===== config.mk =====
export PLATFORM = sky130hd
export DESIGN_NAME = expression_token_lexer_flat
export DESIGN_NICKNAME = d
export VERILOG_FILES = /design/src/hdl/etl_pkg.sv /design/src/hdl/etl_if.sv /design/src/hdl/etl_lex_core.sv /design/src/hdl/etl_result_queue.sv /design/src/hdl/expression_token_lexer.sv /design/src/flat_wrapper.sv
export SDC_FILE = /design/constraint.sdc
export NUM_CORES = 1
export LEC_CHECK = 0
export ABC_CLOCK_PERIOD_IN_PS = 4300
export BUFFER_PORTS_ARGS = -buffer_cell sky130_fd_sc_hd__buf_2
export CAP_MARGIN = 20
export CORE_ASPECT_RATIO = 1.25
export CORE_MARGIN = 1
export CORE_UTILIZATION = 56
export DETAILED_ROUTE_END_ITERATION = 7
export GPL_ROUTABILITY_DRIVEN = 1
export PLACE_DENSITY_LB_ADDON = 0.12
export SYNTH_ARGS = -nofsm -noshare
export SYNTH_HDL_FRONTEND = slang
export SYNTH_HIERARCHICAL = 1
export SYNTH_SLANG_ARGS = --single-unit

===== constraint.sdc =====
create_clock -name clk -period 4.3 [get_ports clk]
set_input_delay 0.645 -clock clk [delete_from_list [all_inputs] [get_ports clk]]
set_output_delay 0.645 -clock clk [all_outputs]
set_load 0.01 [all_outputs]

===== src/hdl/etl_pkg.sv =====
// Shared types, character codes and helpers for the expression token lexer.
// No dependencies; the core, queue, top level and testbench import this package.
`timescale 1ns / 1ps

package etl_pkg;

  localparam int unsigned MAX_LENGTH_DEFAULT = 255;
  localparam int unsigned QUEUE_DEPTH        = 4;
  localparam int unsigned QUEUE_PTR_W        = $clog2(QUEUE_DEPTH);
  localparam int unsigned QUEUE_CNT_W        = $clog2(QUEUE_DEPTH + 1);

  localparam logic [7:0] CH_MINUS      = 8'd45;
  localparam logic [7:0] CH_DOT        = 8'd46;
  localparam logic [7:0] CH_UPPER_E    = 8'd69;
  localparam logic [7:0] CH_LOWER_E    = 8'd101;
  localparam logic [7:0] CH_LPAREN     = 8'd40;
  localparam logic [7:0] CH_RPAREN     = 8'd41;
  localparam logic [7:0] CH_STAR       = 8'd42;
  localparam logic [7:0] CH_PLUS       = 8'd43;
  localparam logic [7:0] CH_SLASH      = 8'd47;
  localparam logic [7:0] CH_CARET      = 8'd94;
  localparam logic [7:0] CH_EQUALS     = 8'd61;
  localparam logic [7:0] CH_SPACE      = 8'd32;
  localparam logic [7:0] CH_UNDERSCORE = 8'd95;

  typedef enum logic [2:0] {
    MODE_IDLE    = 3'd0,
    MODE_INT     = 3'd1,
    MODE_REAL    = 3'd2,
    MODE_IDENT   = 3'd3,
    MODE_MINUS   = 3'd4,
    MODE_SLASH   = 3'd5,
    MODE_COMMENT = 3'd6
  } mode_t;

  typedef enum logic [3:0] {
    KIND_INT     = 4'd0,
    KIND_REAL    = 4'd1,
    KIND_IDENT   = 4'd2,
    KIND_LPAREN  = 4'd3,
    KIND_RPAREN  = 4'd4,
    KIND_MUL     = 4'd5,
    KIND_ADD     = 4'd6,
    KIND_SUB     = 4'd7,
    KIND_DIV     = 4'd8,
    KIND_POW     = 4'd9,
    KIND_ASSIGN  = 4'd10,
    KIND_INVALID = 4'd11
  } kind_t;

  typedef struct packed {
    kind_t      kind;
    logic [7:0] length;
    logic       last;
  } result_t;

  // Results caused by one character: count is 0, 1 or 2.
  typedef struct packed {
    logic [1:0] count;
    result_t    first;
    result_t    second;
  } step_t;

  function automatic logic is_digit(input logic [7:0] c);
    return c inside {[8'd48:8'd57]};
  endfunction

  function automatic logic is_letter(input logic [7:0] c);
    return c inside {[8'd65:8'd90], [8'd97:8'd122]};
  endfunction

  // Modes that hold a token still waiting to be reported.
  function automatic logic mode_open(input mode_t m);
    return m inside {MODE_INT, MODE_REAL, MODE_IDENT, MODE_MINUS, MODE_SLASH};
  endfunction

endpackage


===== src/hdl/etl_if.sv =====
// Channel interfaces of the expression token lexer: characters in, tokens out.
// Does not depend on etl_pkg; payload widths are fixed.
`timescale 1ns / 1ps

interface etl_char_if;
  logic       valid;
  logic       ready;
  logic [7:0] char_code;
  logic       line_end;

  modport source (output valid, output char_code, output line_end, input ready);
  modport sink (input valid, input char_code, input line_end, output ready);
endinterface

interface etl_token_if;
  logic       valid;
  logic       ready;
  logic [3:0] token_kind;
  logic [7:0] token_length;
  logic       last;

  modport source (output valid, output token_kind, output token_length, output last,
                  input ready);
  modport sink (input valid, input token_kind, input token_length, input last,
                output ready);
endinterface


===== src/hdl/etl_lex_core.sv =====
// Lexer state (mode and run length) and the per-character decision logic.
// Depends on etl_pkg; produces up to two token results per accepted character.
`timescale 1ns / 1ps

module etl_lex_core
  import etl_pkg::*;
#(
  parameter int unsigned MAX_LENGTH = MAX_LENGTH_DEFAULT
) (
  input  logic       clk,
  input  logic       rst,
  input  logic       accept,
  input  logic [7:0] char_code,
  input  logic       line_end,
  output step_t      step
);

  localparam int unsigned RUN_W = $clog2(MAX_LENGTH + 1);

  mode_t             mode, mode_next;
  logic [RUN_W-1:0]  run_length, run_length_next;

  logic [RUN_W-1:0]  run_grown;
  logic              extend;
  mode_t             mid_mode;
  logic [RUN_W-1:0]  mid_run;
  logic              a_valid, b_valid, c_valid;
  result_t           a_res, b_res, c_res, second_res;

  function automatic logic [7:0] cap_length(input logic [RUN_W-1:0] r);
    logic [RUN_W+7:0] wide;
    wide = (RUN_W + 8)'(r);
    return (wide > (RUN_W + 8)'(255)) ? 8'hFF : wide[7:0];
  endfunction

  function automatic result_t flush_result(input mode_t m, input logic [RUN_W-1:0] r);
    result_t res;
    res.last = 1'b0;
    res.length = cap_length(r);
    case (m)
      MODE_INT:   res.kind = KIND_INT;
      MODE_REAL:  res.kind = KIND_REAL;
      MODE_IDENT: res.kind = KIND_IDENT;
      MODE_MINUS: begin
        res.kind = KIND_SUB;
        res.length = 8'd1;
      end
      MODE_SLASH: begin
        res.kind = KIND_DIV;
        res.length = 8'd1;
      end
      default: begin
        res.kind = KIND_INVALID;
        res.length = 8'd1;
      end
    endcase
    return res;
  endfunction

  assign run_grown = (RUN_W'(MAX_LENGTH) > run_length) ? run_length + 1'b1 : run_length;

  always_comb begin
    extend   = 1'b0;
    mid_mode = mode;
    mid_run  = run_length;
    b_valid  = 1'b0;
    b_res    = '{kind: KIND_INVALID, length: 8'd1, last: 1'b0};

    // Does the character extend the open token?
    case (mode)
      MODE_INT: begin
        if (is_digit(char_code)) begin
          extend  = 1'b1;
          mid_run = run_grown;
        end else if (char_code == CH_DOT) begin
          extend   = 1'b1;
          mid_run  = run_grown;
          mid_mode = MODE_REAL;
        end
      end
      MODE_REAL: begin
        if (is_digit(char_code) || char_code inside {CH_DOT, CH_MINUS, CH_UPPER_E,
                                                     CH_LOWER_E}) begin
          extend  = 1'b1;
          mid_run = run_grown;
        end
      end
      MODE_IDENT: begin
        if (is_letter(char_code) || is_digit(char_code) || char_code == CH_UNDERSCORE) begin
          extend  = 1'b1;
          mid_run = run_grown;
        end
      end
      MODE_MINUS: begin
        if (is_digit(char_code)) begin
          extend   = 1'b1;
          mid_mode = MODE_INT;
          mid_run  = RUN_W'(2);
        end
      end
      MODE_SLASH: begin
        if (char_code == CH_SLASH) begin
          extend   = 1'b1;
          mid_mode = MODE_COMMENT;
          mid_run  = '0;
        end
      end
      MODE_COMMENT: extend = 1'b1;
      default:      extend = 1'b0;
    endcase

    // The open token closes and the character starts fresh.
    a_valid = !extend && mode_open(mode);
    a_res   = flush_result(mode, run_length);

    if (!extend) begin
      mid_run = RUN_W'(1);
      if (is_digit(char_code)) begin
        mid_mode = MODE_INT;
      end else if (char_code == CH_DOT) begin
        mid_mode = MODE_REAL;
      end else if (is_letter(char_code)) begin
        mid_mode = MODE_IDENT;
      end else if (char_code == CH_MINUS) begin
        mid_mode = MODE_MINUS;
      end else if (char_code == CH_SLASH) begin
        mid_mode = MODE_SLASH;
      end else begin
        mid_mode = MODE_IDLE;
        mid_run  = '0;
        b_valid  = (char_code != CH_SPACE);
        case (char_code)
          CH_LPAREN: b_res.kind = KIND_LPAREN;
          CH_RPAREN: b_res.kind = KIND_RPAREN;
          CH_STAR:   b_res.kind = KIND_MUL;
          CH_PLUS:   b_res.kind = KIND_ADD;
          CH_CARET:  b_res.kind = KIND_POW;
          CH_EQUALS: b_res.kind = KIND_ASSIGN;
          default:   b_res.kind = KIND_INVALID;
        endcase
      end
    end

    // Line end reports whatever is still open.
    c_valid = line_end && mode_open(mid_mode);
    c_res   = flush_result(mid_mode, mid_run);

    if (line_end) begin
      mode_next       = MODE_IDLE;
      run_length_next = '0;
    end else begin
      mode_next       = mid_mode;
      run_length_next = mid_run;
    end
  end

  // A start emission leaves the lexer idle, so it never meets a line-end flush.
  assign second_res = b_valid ? b_res : c_res;

  always_comb begin
    step.count  = 2'(a_valid) + 2'(b_valid || c_valid);
    step.first  = a_valid ? a_res : second_res;
    step.second = second_res;
    if (a_valid && (b_valid || c_valid)) begin
      step.second.last = 1'b1;
    end else begin
      step.first.last = 1'b1;
    end
  end

  always_ff @(posedge clk) begin
    if (rst) begin
      mode       <= MODE_IDLE;
      run_length <= '0;
    end else if (accept) begin
      mode       <= mode_next;
      run_length <= run_length_next;
    end
  end

endmodule


===== src/hdl/etl_result_queue.sv =====
// Small result queue: takes up to two results a cycle and hands out one a cycle when popped.
// Depends on etl_pkg for result_t, step_t and the queue depth.
`timescale 1ns / 1ps

module etl_result_queue
  import etl_pkg::*;
(
  input  logic    clk,
  input  logic    rst,
  input  logic    push,
  input  step_t   step,
  input  logic    pop,
  output logic    has_room,
  output logic    out_valid,
  output result_t out_data
);

  result_t                entries [QUEUE_DEPTH];
  logic [QUEUE_PTR_W-1:0] wr_ptr, rd_ptr;
  logic [QUEUE_CNT_W-1:0] count, count_next;
  logic [1:0]             push_count;
  logic                   do_pop;

  assign push_count = push ? step.count : 2'd0;
  assign do_pop     = pop && (count != '0);
  assign count_next = count + QUEUE_CNT_W'(push_count) - QUEUE_CNT_W'(do_pop);

  assign has_room  = (count <= QUEUE_CNT_W'(QUEUE_DEPTH - 2));
  assign out_valid = (count != '0);
  assign out_data  = entries[rd_ptr];

  always_ff @(posedge clk) begin
    if (push_count != 2'd0) begin
      entries[wr_ptr] <= step.first;
    end
    if (push_count == 2'd2) begin
      entries[wr_ptr + 1'b1] <= step.second;
    end
  end

  always_ff @(posedge clk) begin
    if (rst) begin
      wr_ptr <= '0;
      rd_ptr <= '0;
      count  <= '0;
    end else begin
      wr_ptr <= wr_ptr + QUEUE_PTR_W'(push_count);
      rd_ptr <= rd_ptr + QUEUE_PTR_W'(do_pop);
      count  <= count_next;
    end
  end

endmodule


===== src/hdl/expression_token_lexer.sv =====
// Top level of the expression token lexer: character channel in, token channel out.
// Depends on etl_pkg, etl_if, etl_lex_core and etl_result_queue.
`timescale 1ns / 1ps

// Usage
// The chars channel carries one ASCII character per beat, with line_end set on
// the last character of each line. The tokens channel carries one token per beat:
// its kind, its length (saturating at MAX_LENGTH, reported at most 255) and a last
// flag set on the final token caused by a given character. A character causes zero,
// one or two tokens; a token is reported when the first character that cannot
// extend it arrives, or at line end.
// The tokens caused by a character are written into the result queue as its beat is taken.
// Throughput: one character per cycle while the tokens drain as fast as they are
// made. The lexer decision is one pass of combinational logic into a four-entry
// result queue; chars.ready stays high while the queue has room for two tokens.
// A character that causes two tokens therefore fills the queue faster than the token side drains it.
// When the receiver stalls, tokens wait in the queue and chars.ready drops once
// fewer than two slots remain. Reset (rst, synchronous) empties the queue and puts
// the lexer between tokens with no run open.
module expression_token_lexer
  import etl_pkg::*;
#(
  parameter int unsigned MAX_LENGTH = MAX_LENGTH_DEFAULT
) (
  input logic         clk,
  input logic         rst,
  etl_char_if.sink    chars,
  etl_token_if.source tokens
);

  step_t   step;
  logic    accept;
  logic    has_room;
  result_t head;

  assign chars.ready = has_room;
  assign accept      = chars.valid && has_room;

  etl_lex_core #(
    .MAX_LENGTH(MAX_LENGTH)
  ) u_core (
    .clk       (clk),
    .rst       (rst),
    .accept    (accept),
    .char_code (chars.char_code),
    .line_end  (chars.line_end),
    .step      (step)
  );

  // The queue decouples the two sides so a stalled receiver does not stop
  // characters until the queue is nearly full.
  etl_result_queue u_queue (
    .clk       (clk),
    .rst       (rst),
    .push      (accept),
    .step      (step),
    .pop       (tokens.ready),
    .has_room  (has_room),
    .out_valid (tokens.valid),
    .out_data  (head)
  );

  assign tokens.token_kind   = head.kind;
  assign tokens.token_length = head.length;
  assign tokens.last         = head.last;

endmodule


===== src/flat_wrapper.sv =====
// flat-port wrapper written by rule: the top's interface ports become plain ports
module expression_token_lexer_flat import etl_pkg::*;
#(
  parameter int unsigned MAX_LENGTH = MAX_LENGTH_DEFAULT
)
  (clk, rst, chars_valid, chars_char_code, chars_line_end, chars_ready, tokens_valid, tokens_token_kind, tokens_token_length, tokens_last, tokens_ready);
  etl_char_if chars_i ();
  etl_token_if tokens_i ();
  input logic clk;
  input logic rst;
  input wire logic [$bits(chars_i.valid)-1:0] chars_valid;
  input wire logic [$bits(chars_i.char_code)-1:0] chars_char_code;
  input wire logic [$bits(chars_i.line_end)-1:0] chars_line_end;
  output wire logic [$bits(chars_i.ready)-1:0] chars_ready;
  output wire logic [$bits(tokens_i.valid)-1:0] tokens_valid;
  output wire logic [$bits(tokens_i.token_kind)-1:0] tokens_token_kind;
  output wire logic [$bits(tokens_i.token_length)-1:0] tokens_token_length;
  output wire logic [$bits(tokens_i.last)-1:0] tokens_last;
  input wire logic [$bits(tokens_i.ready)-1:0] tokens_ready;
  assign chars_i.valid = chars_valid;
  assign chars_i.char_code = chars_char_code;
  assign chars_i.line_end = chars_line_end;
  assign chars_ready = chars_i.ready;
  assign tokens_valid = tokens_i.valid;
  assign tokens_token_kind = tokens_i.token_kind;
  assign tokens_token_length = tokens_i.token_length;
  assign tokens_last = tokens_i.last;
  assign tokens_i.ready = tokens_ready;
  expression_token_lexer #(.MAX_LENGTH(MAX_LENGTH)) u_core (.clk(clk), .rst(rst), .chars(chars_i), .tokens(tokens_i));
endmodule

==> qor.yml <==
outcome: "finished, violations left"
violations: "design-rule violations"
drt_iter0_markers: 202
p_total_mw: 2.147
die_h_um: 104.8
drv_cap: 0
cp-start-kind: "input port"
rsz0062_at_grt: "no"
ir_drop_mv: 0.2813
htreeDepth: 3
synth-edff-count: 52
dpl_cell_area_mm2: 0.005114
yosys_register_bits: 70
min_path_type: "flip-flop to flip-flop"
worstPathArrival_ns: 4.24
num_antenna_cells: 0
slew_viol_final: 0
synth_area_mm2: 0.004731
fin_crit_sh_pct: 92.16
cts_resized: 0
hold_path_depth: 2
rows: 37
syn_nets: 458
synth_top_area_share_pct: 33.01
critPathMaxFanout: 6
fp.dieW_um: 84.21
grt_max_degree: 20
grt_first_pass_wirelength_um: 18440
worstSkewPairLatency_ns: 0.35
ant_nets: 0
fmax_mhz: 252.3
portBuffers: 27
drc: 4
power.leakage_nw: 1.908
cts_buffers: 9
final_cell_area_mm2: 0.005326
finish.net_count: 496
core_mm2: 0.008194
clkTransAtPathRegs_ns: 0.07
cts_buffer_depth: 2
clkSinkCount: 70
drive_above_1_share_pct: 31.81
crit_required_ns: 4.57
yosys_warnings: 6
async_flop_share_pct: 0
avgSynthCellArea_um2: 10.80
grt_pass1_vias: 3639
yosys.area.top_type: "edfxtp_1"
gp_congestion: 0.9544
vias: 3747
postCtsSetupBuffers: 0
cp-end-kind: "flip-flop"
die_area_mm2: 0.008822
grt.overflow.total: 0
maxSlewHeadroom_pct: 42.05
synth_ff_type: "edfxtp_1"
cts_tree: "built"
ys_types: 75
dp_cells: 562
syn2layout_area_growth_pct: 12.59
io_pins: 28
postCtsHoldBufs: 0
hold_viol_final: 0
syn_inst: 438
drt-pass1-iter-count: 7
antenna_found_initial: 0
track_usage_pct: 27.49
ff2ff_path_depth: 12
dp_hpwl_um: 8190
finalCriticalPeriod_ns: 3.963
worst_pin_slew_ns: 0.8680
fin_cells: 578
wl_um: 11450
seq_area_frac_synth_pct: 40.62
fin_skew_ns: 0.009858
clockRootBuffer: "clkbuf_8"
start_util_pct: 57.73
yosys-top-cells-area: "edfxtp_1 33%, mux2_2 10%, dfxtp_1 7.6%, mux4_2 6.2%, mux2_4 3.2%"
post_drt_wl_per_cell_um: 19.81
p_per_area_mw_per_mm2: 403.1
r2r_setup_slack_ns: 0.68
setup_viol: 0
vias_per_cell: 6.483
crit_type: "input port to flip-flop"
fillCellCount: 682
-- final timing paths --
check	end	from
max	u_core/u_queue/count[2]	chars_char_code[3]
min	u_core/u_queue/count[2]	u_core/u_queue/count[2]
max reg2reg	u_core/u_queue/count[2]	u_core/u_core/mode[2]
min reg2reg	u_core/u_queue/count[2]	u_core/u_queue/count[2]
-- cells by family (layout without fill, tap and decap cells) --
kind of cell | after synthesis | in the layout | share of synthesized area, %
AO/OA/AOI/OAI | 97 | 97 | 15.26
buffers and inverters | 44 | 87 | 4.628
XOR/XNOR | 5 | 5 | 0.9259
multiplexers | 67 | 67 | 19.81
adder cells (fa/ha/maj) | 7 | 7 | 2.010
flip-flops | 70 | 70 | 40.62
AND/OR/NAND/NOR | 148 | 148 | 16.74
-- synthesized netlist by cell type (6+ instances only) --
| cell type | count |
|---|---|
| clkbuf_1 | 11 |
| nor2b_1 | 7 |
| mux2_4 | 10 |
| mux2_2 | 43 |
| nand2b_1 | 8 |
| dfxtp_1 | 18 |
| nor2_1 | 38 |
| nand3_1 | 16 |
| mux4_2 | 13 |
| o21ai_0 | 15 |
| o32ai_1 | 7 |
| inv_1 | 16 |
| buf_2 | 9 |
| ha_1 | 6 |
| nor3_1 | 9 |
| nand2_1 | 33 |
| edfxtp_1 | 52 |
| a21oi_1 | 16 |
-- final cells by class --
| cell class | instances | area [um2] | area share (%) |
|---|---|---|---|
| tap | 97 | 121.4 | 2.279 |
| clock inverter | 6 | 85.08 | 1.597 |
| multi-input combinational | 324 | 2590 | 48.63 |
| inverter | 16 | 60.06 | 1.128 |
| timing repair buffer | 55 | 420.4 | 7.893 |
| sequential | 70 | 1922 | 36.08 |
| clock buffer | 10 | 127.6 | 2.396 |
-- layer usage --
metal	wire length (um)	vias up	track usage, %
li1	-	1759	-
met1	4645	1841	32.31
met2	5966	112	47.83
met3	393	35	4.818
met4	443	0	14.16
met5	0	-	0
-- state kept, by name (all words and copies together), names as in the netlist --
| signal | count |
|---|---|
| u_core/u_queue/entries | 52 |
| u_core/u_queue/wr_ptr | 2 |
| u_core/u_queue/rd_ptr | 2 |
| u_core/u_core/mode | 3 |
| u_core/u_core/run_length | 8 |
| u_core/u_queue/count | 3 |
-- metrics by stage --
stage | hold WS, ns | TNS, ns | util, % | setup WS (ns)
global route | 0.6215 | 0 | 65.00 | 0.1427
finish | 0.5545 | 0 | 65.00 | 0.3371
CTS | 0.5627 | 0 | 65.00 | 0.3449
global placement | 0.5439 | 0 | 62.41 | 0.07919
floorplan | 0.5015 | 0 | - | 0.03981
detailed placement | 0.5547 | -0.01909 | 62.41 | -0.01909
-- power breakdown --
part	switching, mW	leakage, nW	internal, mW
clock	0.252	0.104	0.326
sequential	0.0849	0.624	0.825
combinational	0.331	1.18	0.328
total	0.668	1.91	1.48
-- critical path, stage by stage --
cell and delay [ns]:
buf_2 0.10, or4_4 0.54, o221a_4 0.28, o311ai_4 0.41
nand3_4 0.11, o21ai_2 0.17, o21ai_1 0.09, a22o_1 0.20
ha_1 0.38, nand2_1 0.09, nand3_1 0.16, nand2_1 0.07
ha_1 0.19, fa_1 0.37, xor2_1 0.16, and2_1 0.15
nor3_1 0.11
-- placed cells by master (no fill, tap or decap), drive strengths merged, types with 8 or more instances in the layout --
| master | n |
|---|---|
| nand2 | 33 |
| nor2 | 38 |
| nor3 | 10 |
| inv | 17 |
| mux2 | 53 |
| nand3 | 17 |
| buf | 55 |
| nand2b | 8 |
| a21oi | 17 |
| clkbuf | 10 |
| o21ai | 21 |
| dfxtp | 18 |
| edfxtp | 52 |
| mux4 | 13 |
Note: power is estimated with default switching activity, not from simulation.
